[config.mk]
export PLATFORM = sky130hd
export DESIGN_NAME = ts_baseband_header_inserter_unit
export DESIGN_NICKNAME = d
export VERILOG_FILES = /design/src/sv/tsbbh_pkg.sv /design/src/sv/ts_baseband_header_inserter_unit.sv
export SDC_FILE = /design/constraint.sdc
export NUM_CORES = 1
export LEC_CHECK = 0
export ABC_AREA = 1
export ABC_CLOCK_PERIOD_IN_PS = 3910
export BUFFER_PORTS_ARGS = -buffer_cell sky130_fd_sc_hd__buf_2
export CAP_MARGIN = 20
export CORE_MARGIN = 5
export CORE_UTILIZATION = 40
export CTS_BUF_LIST = sky130_fd_sc_hd__clkbuf_4 sky130_fd_sc_hd__clkbuf_8
export CTS_CLUSTER_SIZE = 10
export DETAILED_ROUTE_END_ITERATION = 8
export GPL_TIMING_DRIVEN = 0
export SYNTH_ARGS = -nofsm -noshare
export SYNTH_HDL_FRONTEND = slang
export SYNTH_SLANG_ARGS = --single-unit
[constraint.sdc]
create_clock -name clk_i -period 3.91 [get_ports clk_i]
set_clock_uncertainty 0.2 [all_clocks]
set_input_delay 0.1955 -clock clk_i [delete_from_list [all_inputs] [get_ports clk_i]]
set_output_delay 0.1955 -clock clk_i [all_outputs]
set_load 0.03 [all_outputs]
[src/sv/tsbbh_pkg.sv]
package tsbbh_pkg;

  // transport stream constants
  localparam logic [7:0] TS_SYNC     = 8'h47;
  localparam logic [7:0] TS_LEN      = 8'd188;
  localparam logic [7:0] CRC8_GEN    = 8'hD5;
  localparam logic [15:0] UPL_TS     = 16'd1504;
  localparam int         INBAND_BITS = 104;
  localparam int         HDR_BYTES   = 10;
  localparam int         INB_BYTES   = 13;
  localparam int         CNT_W       = 4;

  // byte kind codes
  localparam logic [1:0] KIND_HDR  = 2'd0;
  localparam logic [1:0] KIND_DATA = 2'd1;
  localparam logic [1:0] KIND_INB  = 2'd2;

  // register indexes
  localparam logic [2:0] REG_DFB  = 3'd0;
  localparam logic [2:0] REG_HE   = 3'd1;
  localparam logic [2:0] REG_IBEN = 3'd2;
  localparam logic [2:0] REG_FPG  = 3'd3;
  localparam logic [2:0] REG_RATE = 3'd4;
  localparam logic [2:0] REG_RO   = 3'd5;
  localparam logic [2:0] REG_S2X  = 3'd6;
  localparam logic [2:0] REG_MAT  = 3'd7;

  // output sequencer segment
  typedef enum logic [2:0] {
    SEG_HDR = 3'b001,
    SEG_DAT = 3'b010,
    SEG_INB = 3'b100
  } seg_e;

  // crc-8, msb first, one byte
  function automatic logic [7:0] crc8_byte(input logic [7:0] crc, input logic [7:0] b);
    logic [7:0] r;
    r = crc ^ b;
    for (int k = 0; k < 8; k++) begin
      if (r[7]) begin
        r = {r[6:0], 1'b0} ^ CRC8_GEN;
      end else begin
        r = {r[6:0], 1'b0};
      end
    end
    return r;
  endfunction

  // one byte of the in-band type b field
  function automatic logic [7:0] inband_byte(input logic [26:0] rate,
                                             input logic [CNT_W-1:0] idx);
    logic [103:0] f;
    f = {2'b01, 65'd0, rate, 10'd0};
    return f[7'(103 - 8 * int'(idx)) -: 8];
  endfunction

endpackage

[src/sv/ts_baseband_header_inserter_unit.sv]
// channel | direction | fields                                      | handshake
// in      | input     | ts_byte_i                                   | in_valid_i / in_stall_o
// out     | output    | out_byte_o byte_kind_o last_of_run_o sync_error_o | out_valid_o / out_stall_i
// config  | input     | eight registers at byte address 4*i         | apb, pready always high
//
// one ts word is accepted per cycle while only data words come out and out_stall_i is low;
// a word that opens a frame holds the input while its ten header words go out, a frame end
// with in-band signalling while thirteen more go out, as the output register sends one word a cycle when not stalled.
// the input is taken in the cycle the last word of the previous run leaves.
// reset clears all frame, packet and group state; no clearing pass is needed.
module ts_baseband_header_inserter_unit #(
  parameter int MAX_FRAME_BYTES = 8192
) (
  input  logic        clk_i,
  input  logic        rst_ni,
  input  logic        in_valid_i,
  output logic        in_stall_o,
  input  logic [7:0]  ts_byte_i,
  output logic        out_valid_o,
  input  logic        out_stall_i,
  output logic [7:0]  out_byte_o,
  output logic [1:0]  byte_kind_o,
  output logic        last_of_run_o,
  output logic        sync_error_o,
  input  logic        psel,
  input  logic        penable,
  input  logic        pwrite,
  input  logic [4:0]  paddr,
  input  logic [31:0] pwdata,
  output logic [31:0] prdata,
  output logic        pready
);

  localparam int FBC_W = $clog2(MAX_FRAME_BYTES);
  localparam logic [12:0] PB_MAX = 13'(MAX_FRAME_BYTES - 23);

  // configuration registers
  logic [15:0] cfg_dfb_q;
  logic        cfg_he_q;
  logic        cfg_iben_q;
  logic [7:0]  cfg_fpg_q;
  logic [26:0] cfg_rate_q;
  logic [1:0]  cfg_ro_q;
  logic        cfg_s2x_q;
  logic [5:0]  cfg_mat_q;
  logic        cfg_wr;
  logic [2:0]  cfg_idx;

  assign pready  = 1'b1;
  assign cfg_wr  = psel & penable & pwrite;
  assign cfg_idx = paddr[4:2];

  // register writes
  always_ff @(posedge clk_i or negedge rst_ni) begin
    if (!rst_ni) begin
      cfg_dfb_q  <= 16'd32128;
      cfg_he_q   <= 1'b0;
      cfg_iben_q <= 1'b0;
      cfg_fpg_q  <= 8'd1;
      cfg_rate_q <= '0;
      cfg_ro_q   <= '0;
      cfg_s2x_q  <= 1'b0;
      cfg_mat_q  <= 6'd60;
    end else if (cfg_wr) begin
      case (cfg_idx)
        tsbbh_pkg::REG_DFB:  cfg_dfb_q  <= pwdata[15:0];
        tsbbh_pkg::REG_HE:   cfg_he_q   <= pwdata[0];
        tsbbh_pkg::REG_IBEN: cfg_iben_q <= pwdata[0];
        tsbbh_pkg::REG_FPG:  cfg_fpg_q  <= pwdata[7:0];
        tsbbh_pkg::REG_RATE: cfg_rate_q <= pwdata[26:0];
        tsbbh_pkg::REG_RO:   cfg_ro_q   <= pwdata[1:0];
        tsbbh_pkg::REG_S2X:  cfg_s2x_q  <= pwdata[0];
        tsbbh_pkg::REG_MAT:  cfg_mat_q  <= pwdata[5:0];
        default: ;
      endcase
    end
  end

  // register read back
  always_comb begin
    case (cfg_idx)
      tsbbh_pkg::REG_DFB:  prdata = {16'd0, cfg_dfb_q};
      tsbbh_pkg::REG_HE:   prdata = {31'd0, cfg_he_q};
      tsbbh_pkg::REG_IBEN: prdata = {31'd0, cfg_iben_q};
      tsbbh_pkg::REG_FPG:  prdata = {24'd0, cfg_fpg_q};
      tsbbh_pkg::REG_RATE: prdata = {5'd0, cfg_rate_q};
      tsbbh_pkg::REG_RO:   prdata = {30'd0, cfg_ro_q};
      tsbbh_pkg::REG_S2X:  prdata = {31'd0, cfg_s2x_q};
      tsbbh_pkg::REG_MAT:  prdata = {26'd0, cfg_mat_q};
      default:             prdata = '0;
    endcase
  end

  // stream state
  logic [7:0]       pos_q, pos_d;
  logic [7:0]       pcrc_q, pcrc_d;
  logic [FBC_W-1:0] fbc_q, fbc_d;
  logic [7:0]       grp_q, grp_d;
  logic             tog_q, tog_d;
  logic             pend_q, pend_d;

  // run held in the output register
  logic                       run_vld_q, run_vld_d;
  logic                       run_dat_q, run_inb_q, run_err_q;
  logic [7:0]                 run_byte_q, run_m1_q;
  logic [15:0]                run_dfl_q;
  logic [10:0]                run_syncd_q;
  tsbbh_pkg::seg_e            seg_q, seg_d;
  logic [tsbbh_pkg::CNT_W-1:0] cnt_q, cnt_d;
  logic [7:0]                 hcrc_q, hcrc_d;

  logic in_acc, out_acc, run_last;

  // decode of the incoming word
  logic        at_start, err, hdr_due, has_data, inb_now, frame_end, run_any;
  logic [7:0]  data_b;
  logic [1:0]  ro;
  logic [15:0] len;
  logic [12:0] pb_raw, pb;
  logic [FBC_W-1:0] fbc_base, fbc_inc;
  logic [8:0]  grp_inc;
  logic [10:0] syncd;

  assign at_start = (pos_q == '0);
  assign err      = pend_q | (at_start & (ts_byte_i != tsbbh_pkg::TS_SYNC));
  assign hdr_due  = (fbc_q == '0);
  assign has_data = !(at_start & cfg_he_q);
  assign data_b   = at_start ? pcrc_q : ts_byte_i;
  assign inb_now  = cfg_iben_q & (grp_q == '0);
  assign run_any  = hdr_due | has_data;

  // payload length in bytes for the current frame
  always_comb begin
    len = {cfg_dfb_q[15:3], 3'b000};
    if (inb_now) begin
      if (len < 16'(tsbbh_pkg::INBAND_BITS + 8)) begin
        len = 16'd8;
      end else begin
        len = len - 16'(tsbbh_pkg::INBAND_BITS);
      end
    end else if (len < 16'd8) begin
      len = 16'd8;
    end
    pb_raw = len[15:3];
    pb     = (pb_raw > PB_MAX) ? PB_MAX : pb_raw;
  end

  assign fbc_base  = hdr_due ? FBC_W'(tsbbh_pkg::HDR_BYTES) : fbc_q;
  assign fbc_inc   = fbc_base + FBC_W'(1);
  assign frame_end = has_data &
                     (13'(fbc_inc - FBC_W'(tsbbh_pkg::HDR_BYTES)) >= pb);
  assign grp_inc   = {1'b0, grp_q} + 9'd1;
  assign syncd     = at_start ? 11'd0 : {8'(tsbbh_pkg::TS_LEN - pos_q), 3'b000};
  assign ro        = (cfg_s2x_q & tog_q) ? 2'b11 : cfg_ro_q;

  // handshake
  assign out_acc    = run_vld_q & !out_stall_i;
  assign in_stall_o = run_vld_q & !(run_last & out_acc);
  assign in_acc     = in_valid_i & !in_stall_o;

  // stream state update on an accepted word
  always_comb begin
    pos_d  = pos_q;
    pcrc_d = pcrc_q;
    fbc_d  = fbc_q;
    grp_d  = grp_q;
    tog_d  = tog_q;
    pend_d = pend_q;
    if (in_acc) begin
      pend_d = run_any ? 1'b0 : err;
      pos_d  = (pos_q == tsbbh_pkg::TS_LEN - 8'd1) ? 8'd0 : pos_q + 8'd1;
      if (at_start) begin
        if (!cfg_he_q) begin
          pcrc_d = '0;
        end
      end else if (!cfg_he_q) begin
        pcrc_d = tsbbh_pkg::crc8_byte(pcrc_q, ts_byte_i);
      end
      if (hdr_due && cfg_s2x_q) begin
        tog_d = !tog_q;
      end
      fbc_d = has_data ? fbc_inc : fbc_base;
      if (frame_end) begin
        fbc_d = '0;
        if (cfg_iben_q) begin
          grp_d = (grp_inc >= {1'b0, cfg_fpg_q}) ? 8'd0 : grp_inc[7:0];
        end
      end
    end
  end

  // current output word
  logic [7:0] hdr_byte;
  logic [15:0] upl;
  assign upl = cfg_he_q ? 16'd0 : tsbbh_pkg::UPL_TS;

  always_comb begin
    case (cnt_q)
      4'd0:    hdr_byte = run_m1_q;
      4'd1:    hdr_byte = 8'd0;
      4'd2:    hdr_byte = upl[15:8];
      4'd3:    hdr_byte = upl[7:0];
      4'd4:    hdr_byte = run_dfl_q[15:8];
      4'd5:    hdr_byte = run_dfl_q[7:0];
      4'd6:    hdr_byte = cfg_he_q ? 8'd0 : tsbbh_pkg::TS_SYNC;
      4'd7:    hdr_byte = {5'd0, run_syncd_q[10:8]};
      4'd8:    hdr_byte = run_syncd_q[7:0];
      default: hdr_byte = hcrc_q ^ {7'd0, cfg_he_q};
    endcase
  end

  always_comb begin
    case (seg_q)
      tsbbh_pkg::SEG_HDR: begin
        out_byte_o  = hdr_byte;
        byte_kind_o = tsbbh_pkg::KIND_HDR;
        run_last    = (cnt_q == 4'(tsbbh_pkg::HDR_BYTES - 1)) & !run_dat_q;
      end
      tsbbh_pkg::SEG_DAT: begin
        out_byte_o  = run_byte_q;
        byte_kind_o = tsbbh_pkg::KIND_DATA;
        run_last    = !run_inb_q;
      end
      tsbbh_pkg::SEG_INB: begin
        out_byte_o  = tsbbh_pkg::inband_byte(cfg_rate_q, cnt_q);
        byte_kind_o = tsbbh_pkg::KIND_INB;
        run_last    = (cnt_q == 4'(tsbbh_pkg::INB_BYTES - 1));
      end
      default: begin
        out_byte_o  = run_byte_q;
        byte_kind_o = tsbbh_pkg::KIND_DATA;
        run_last    = 1'b1;
      end
    endcase
  end

  assign out_valid_o   = run_vld_q;
  assign last_of_run_o = run_last;
  assign sync_error_o  = run_err_q;

  // output sequencer
  always_comb begin
    run_vld_d = run_vld_q;
    seg_d     = seg_q;
    cnt_d     = cnt_q;
    hcrc_d    = hcrc_q;
    if (out_acc) begin
      cnt_d = cnt_q + 4'd1;
      case (seg_q)
        tsbbh_pkg::SEG_HDR: begin
          hcrc_d = tsbbh_pkg::crc8_byte(hcrc_q, hdr_byte);
          if (cnt_q == 4'(tsbbh_pkg::HDR_BYTES - 1)) begin
            seg_d     = tsbbh_pkg::SEG_DAT;
            cnt_d     = '0;
            run_vld_d = run_dat_q;
          end
        end
        tsbbh_pkg::SEG_DAT: begin
          seg_d     = tsbbh_pkg::SEG_INB;
          cnt_d     = '0;
          run_vld_d = run_inb_q;
        end
        default: begin
          if (run_last) begin
            run_vld_d = 1'b0;
          end
        end
      endcase
    end
    if (in_acc) begin
      run_vld_d = run_any;
      cnt_d     = '0;
      hcrc_d    = '0;
      seg_d     = hdr_due ? tsbbh_pkg::SEG_HDR : tsbbh_pkg::SEG_DAT;
    end
  end

  // control registers
  always_ff @(posedge clk_i or negedge rst_ni) begin
    if (!rst_ni) begin
      pos_q     <= '0;
      pcrc_q    <= '0;
      fbc_q     <= '0;
      grp_q     <= '0;
      tog_q     <= 1'b1;
      pend_q    <= 1'b0;
      run_vld_q <= 1'b0;
      seg_q     <= tsbbh_pkg::SEG_DAT;
      cnt_q     <= '0;
      hcrc_q    <= '0;
    end else begin
      pos_q     <= pos_d;
      pcrc_q    <= pcrc_d;
      fbc_q     <= fbc_d;
      grp_q     <= grp_d;
      tog_q     <= tog_d;
      pend_q    <= pend_d;
      run_vld_q <= run_vld_d;
      seg_q     <= seg_d;
      cnt_q     <= cnt_d;
      hcrc_q    <= hcrc_d;
    end
  end

  // run payload
  always_ff @(posedge clk_i) begin
    if (in_acc) begin
      run_dat_q   <= has_data;
      run_inb_q   <= frame_end & inb_now;
      run_err_q   <= err;
      run_byte_q  <= data_b;
      run_m1_q    <= {cfg_mat_q, ro};
      run_dfl_q   <= {pb, 3'b000};
      run_syncd_q <= syncd;
    end
  end

endmodule
==> metrics.cfg <==
[die]
ios=99
die_h_um=169
dieArea_um2=28400
rows=58
core_area_um2=25000
start_util=0.403
die-width_um=169

[worst_setup_path]
reg2regPathDepth=24
critical_path.endpoint_type=flip-flop
r2r-end=grp_q[7]
crit_path_start_kind=flip-flop
cp.required_ps=4050
crit_type=flip-flop to flip-flop
critPathArrivalTime_ps=4730
cp_max_fo=8
reg2reg_from=fbc_q[6]
rrSetupSlack_ps=-680

[clock_network]
cts_buffer_depth=2
cts_tree=done
cts_root_buf=clkbuf_8
clk_latency_ps=460
path_clk_slew_ps=90
cts_made_buffers=17
htreeDepth=4
clock-sinks=157

[yosys]
ys.warnings.count=0
synth_edf_count=40
async_flop_share=0.745
synth_area_leader_cell=dfrtp_1
syn_area_um2=10100
synthTopCellsByArea=dfrtp_1 26%, edfxtp_1 12%, nand2_1 11%
yosysTopAreaCellShare=0.256
ys_ff_latch=157
avgSynthCellArea_um2=7.57
synth_flop_cell=dfrtp_1
ys_types=57
synthCells=1329
ys_seq_area_frac=0.412

[layout]
n_antenna_cell=0
nNetsFinal=1606
fillers=2453
syn_to_final_growth_pct=24.4
final_layout_size_suffix_gt1_frac=0.180
multi_input_comb_area_um2=5250
regArea_um2=4150

[job]
max_cap_violations=0

[sta]
drv_slew=0
timing.max_slew.rel_slack=0.301
hold_violations=0
tightestPinTransition_ps=1040
post-route-min-period_ps=4590
rsz0062_at_grt=true
final.setup.worst_slack_ps=-677
finalCritPeriodShare=1.17
max_freq_mhz=218
setup_viol=27

[drt]
drt-vias-per-instance=5.14
drtPass1Iterations=7
postRouteAntennaNets=0
drc_errors=0
wl_per_cell_um=16.5
wl_mm=30.7
vias=9593
drtIter0Drc=860

[place]
port_buffers=84
gp_congestion=0.937
dpl_worst_slack_ps=-1050
hpwl_mm=23.3

[hold_path]
min_from=pwrite
hp-class=input port to flip-flop
whs_endpoint=cfg_s2x_q
whs_path_depth=5

[pwr]
power_density_nw_per_um2=904
total_power_w=0.0113
vdd_drop_max_v=0.00137
cellLeakagePower_nw=6.06

[grt]
grt_max_degree=80
grt-ovfl-total=0
antenna_found_initial=0
grt_pass1_vias=9299
grt_pass1_wl_mm=48.4
grt_use_total=0.214

[status]
violations=setup timing
run_status=complete, but fails checks

## through the flow
step | setup TNS, ps | hold WS, ps | instance area [µm²] | std cells | utilization
after global routing | -17470 | 56.4 | 12500 | 1865 | 0.502
after floorplan | -2310 | -300 | 10100 | 1333 | -
after CTS | -14430 | 6.11 | 12300 | 1855 | 0.491
final | -12930 | 29.2 | 12500 | 1865 | 0.502
after detailed placement | -19310 | -74.9 | 11000 | 1749 | 0.442
after global placement | -32460 | 203 | 11000 | 1747 | 0.440
## how the worst max path moves through the flow
stage / endpoint / slack, ps / start
3_5_place_dp: grp_q[0] / -1050 / grp_q[0]
6_report: grp_q[7] / -680 / fbc_q[6]
2_1_floorplan: grp_q[2] / -170 / fbc_q[6]
5_1_grt: grp_q[7] / -860 / fbc_q[6]
4_1_cts: grp_q[0] / -700 / fbc_q[7]
3_3_place_gp: grp_q[2] / -940 / grp_q[0]
## synthesized netlist by cell type (all sizes together), types with 4 or more instances
cell type / number
buf: 17
nor2: 100
nand4: 27
xnor2: 15
a31oi: 4
clkbuf: 19
xor2: 55
a21oi: 39
inv: 225
o22ai: 37
nand3: 76
a221oi: 4
nand2: 312
dfrtp: 103
nor3: 30
ha: 32
edfxtp: 40
o21ai: 132
nor4: 11
dfstp: 14
## power breakdown
part           switching (W)  internal [W]
combinational        0.00461       0.00293
clock               0.000684      0.000533
sequential          0.000362       0.00221
## kinds of logic (layout without fill, tap and decap cells)
family	Yosys count	count (layout)	share of synthesized area
AO/OA/AOI/OAI	241	241	0.134
XOR/XNOR	70	70	0.0684
adder cells (fa/ha/maj)	32	32	0.0398
buffers and inverters	262	464	0.102
flip-flops	157	157	0.412
multiplexers	1	1	0.00112
other	2	6	0.000746
AND/OR/NAND/NOR	564	564	0.241
## worst max-delay path: stages, from the launching register on
cell     delay [ps]
dfrtp_1         410
nor4_2          280
nand4_1         190
nor4_2          230
inv_1           120
nand2_2         110
ha_4            160
nand2_4          60
nor2_4          120
nand3_4         100
nor3_4          210
and3_4          250
xor2_2           70
buf_4           150
nor3_4          170
xnor2_1         100
ha_1            320
nand4_1         110
nor4b_2         260
or3_4           180
nand2_4          70
nor3_4          240
buf_4           150
buf_6           130
o22ai_2          70
## metal layers
layer,GRT usage,vias up,share of wire,wire length [µm]
met5,0,-,0,0
met3,0.0378,60,0.068,2090
met4,0.0685,0,0.027,835
met2,0.349,295,0.47,14400
li1,-,4735,-,-
met1,0.290,4503,0.44,13400
## state kept, by name, summed over array words and instances (netlist names), 3 cells and up
signal	count
run_byte_q	8
run_m1_q	8
run_dfl_q	13
run_syncd_q	8
pcrc_q	8
hcrc_q	8
cnt_q	4
cfg_fpg_q	8
cfg_mat_q	6
fbc_q	13
grp_q	8
pos_q	8
cfg_dfb_q	16
seg_q	3
cfg_rate_q	27
## layout by cell type (no fill, tap or decap), drive strengths merged, types with 11 or more instances in the layout
cell type and count:
ha 32, o22ai 37, nor4 11, xnor2 15
buf 145, a21oi 39, dfrtp 103, nand4 27
edfxtp 40, inv 233, dfstp 14, nand2 312
nor3 30, clkbuf 38, xor2 55, nand3 76
nor2 100, dlygate4sd3 41, o21ai 132
## area by class of cell
class	instances	share of cell area
inverter	226	0.0679
sequential	157	0.331
multi-input combinational	914	0.419
tap	330	0.0330
clock inverter	14	0.0118
buffer	36	0.0157
clock buffer	18	0.0193
timing repair buffer	170	0.102
## timing repair
action / CTS / global route
endpoints found under the setup margin: 45 / 65
gates cloned: 0 / 0
pin swaps: 23 / 23
hold buffers: 41 / 0
endpoints found under the hold margin: 173 / 0
buffers inserted: 33 / 9
resized for setup: 50 / 42
(Power assumes the default switching activity.)
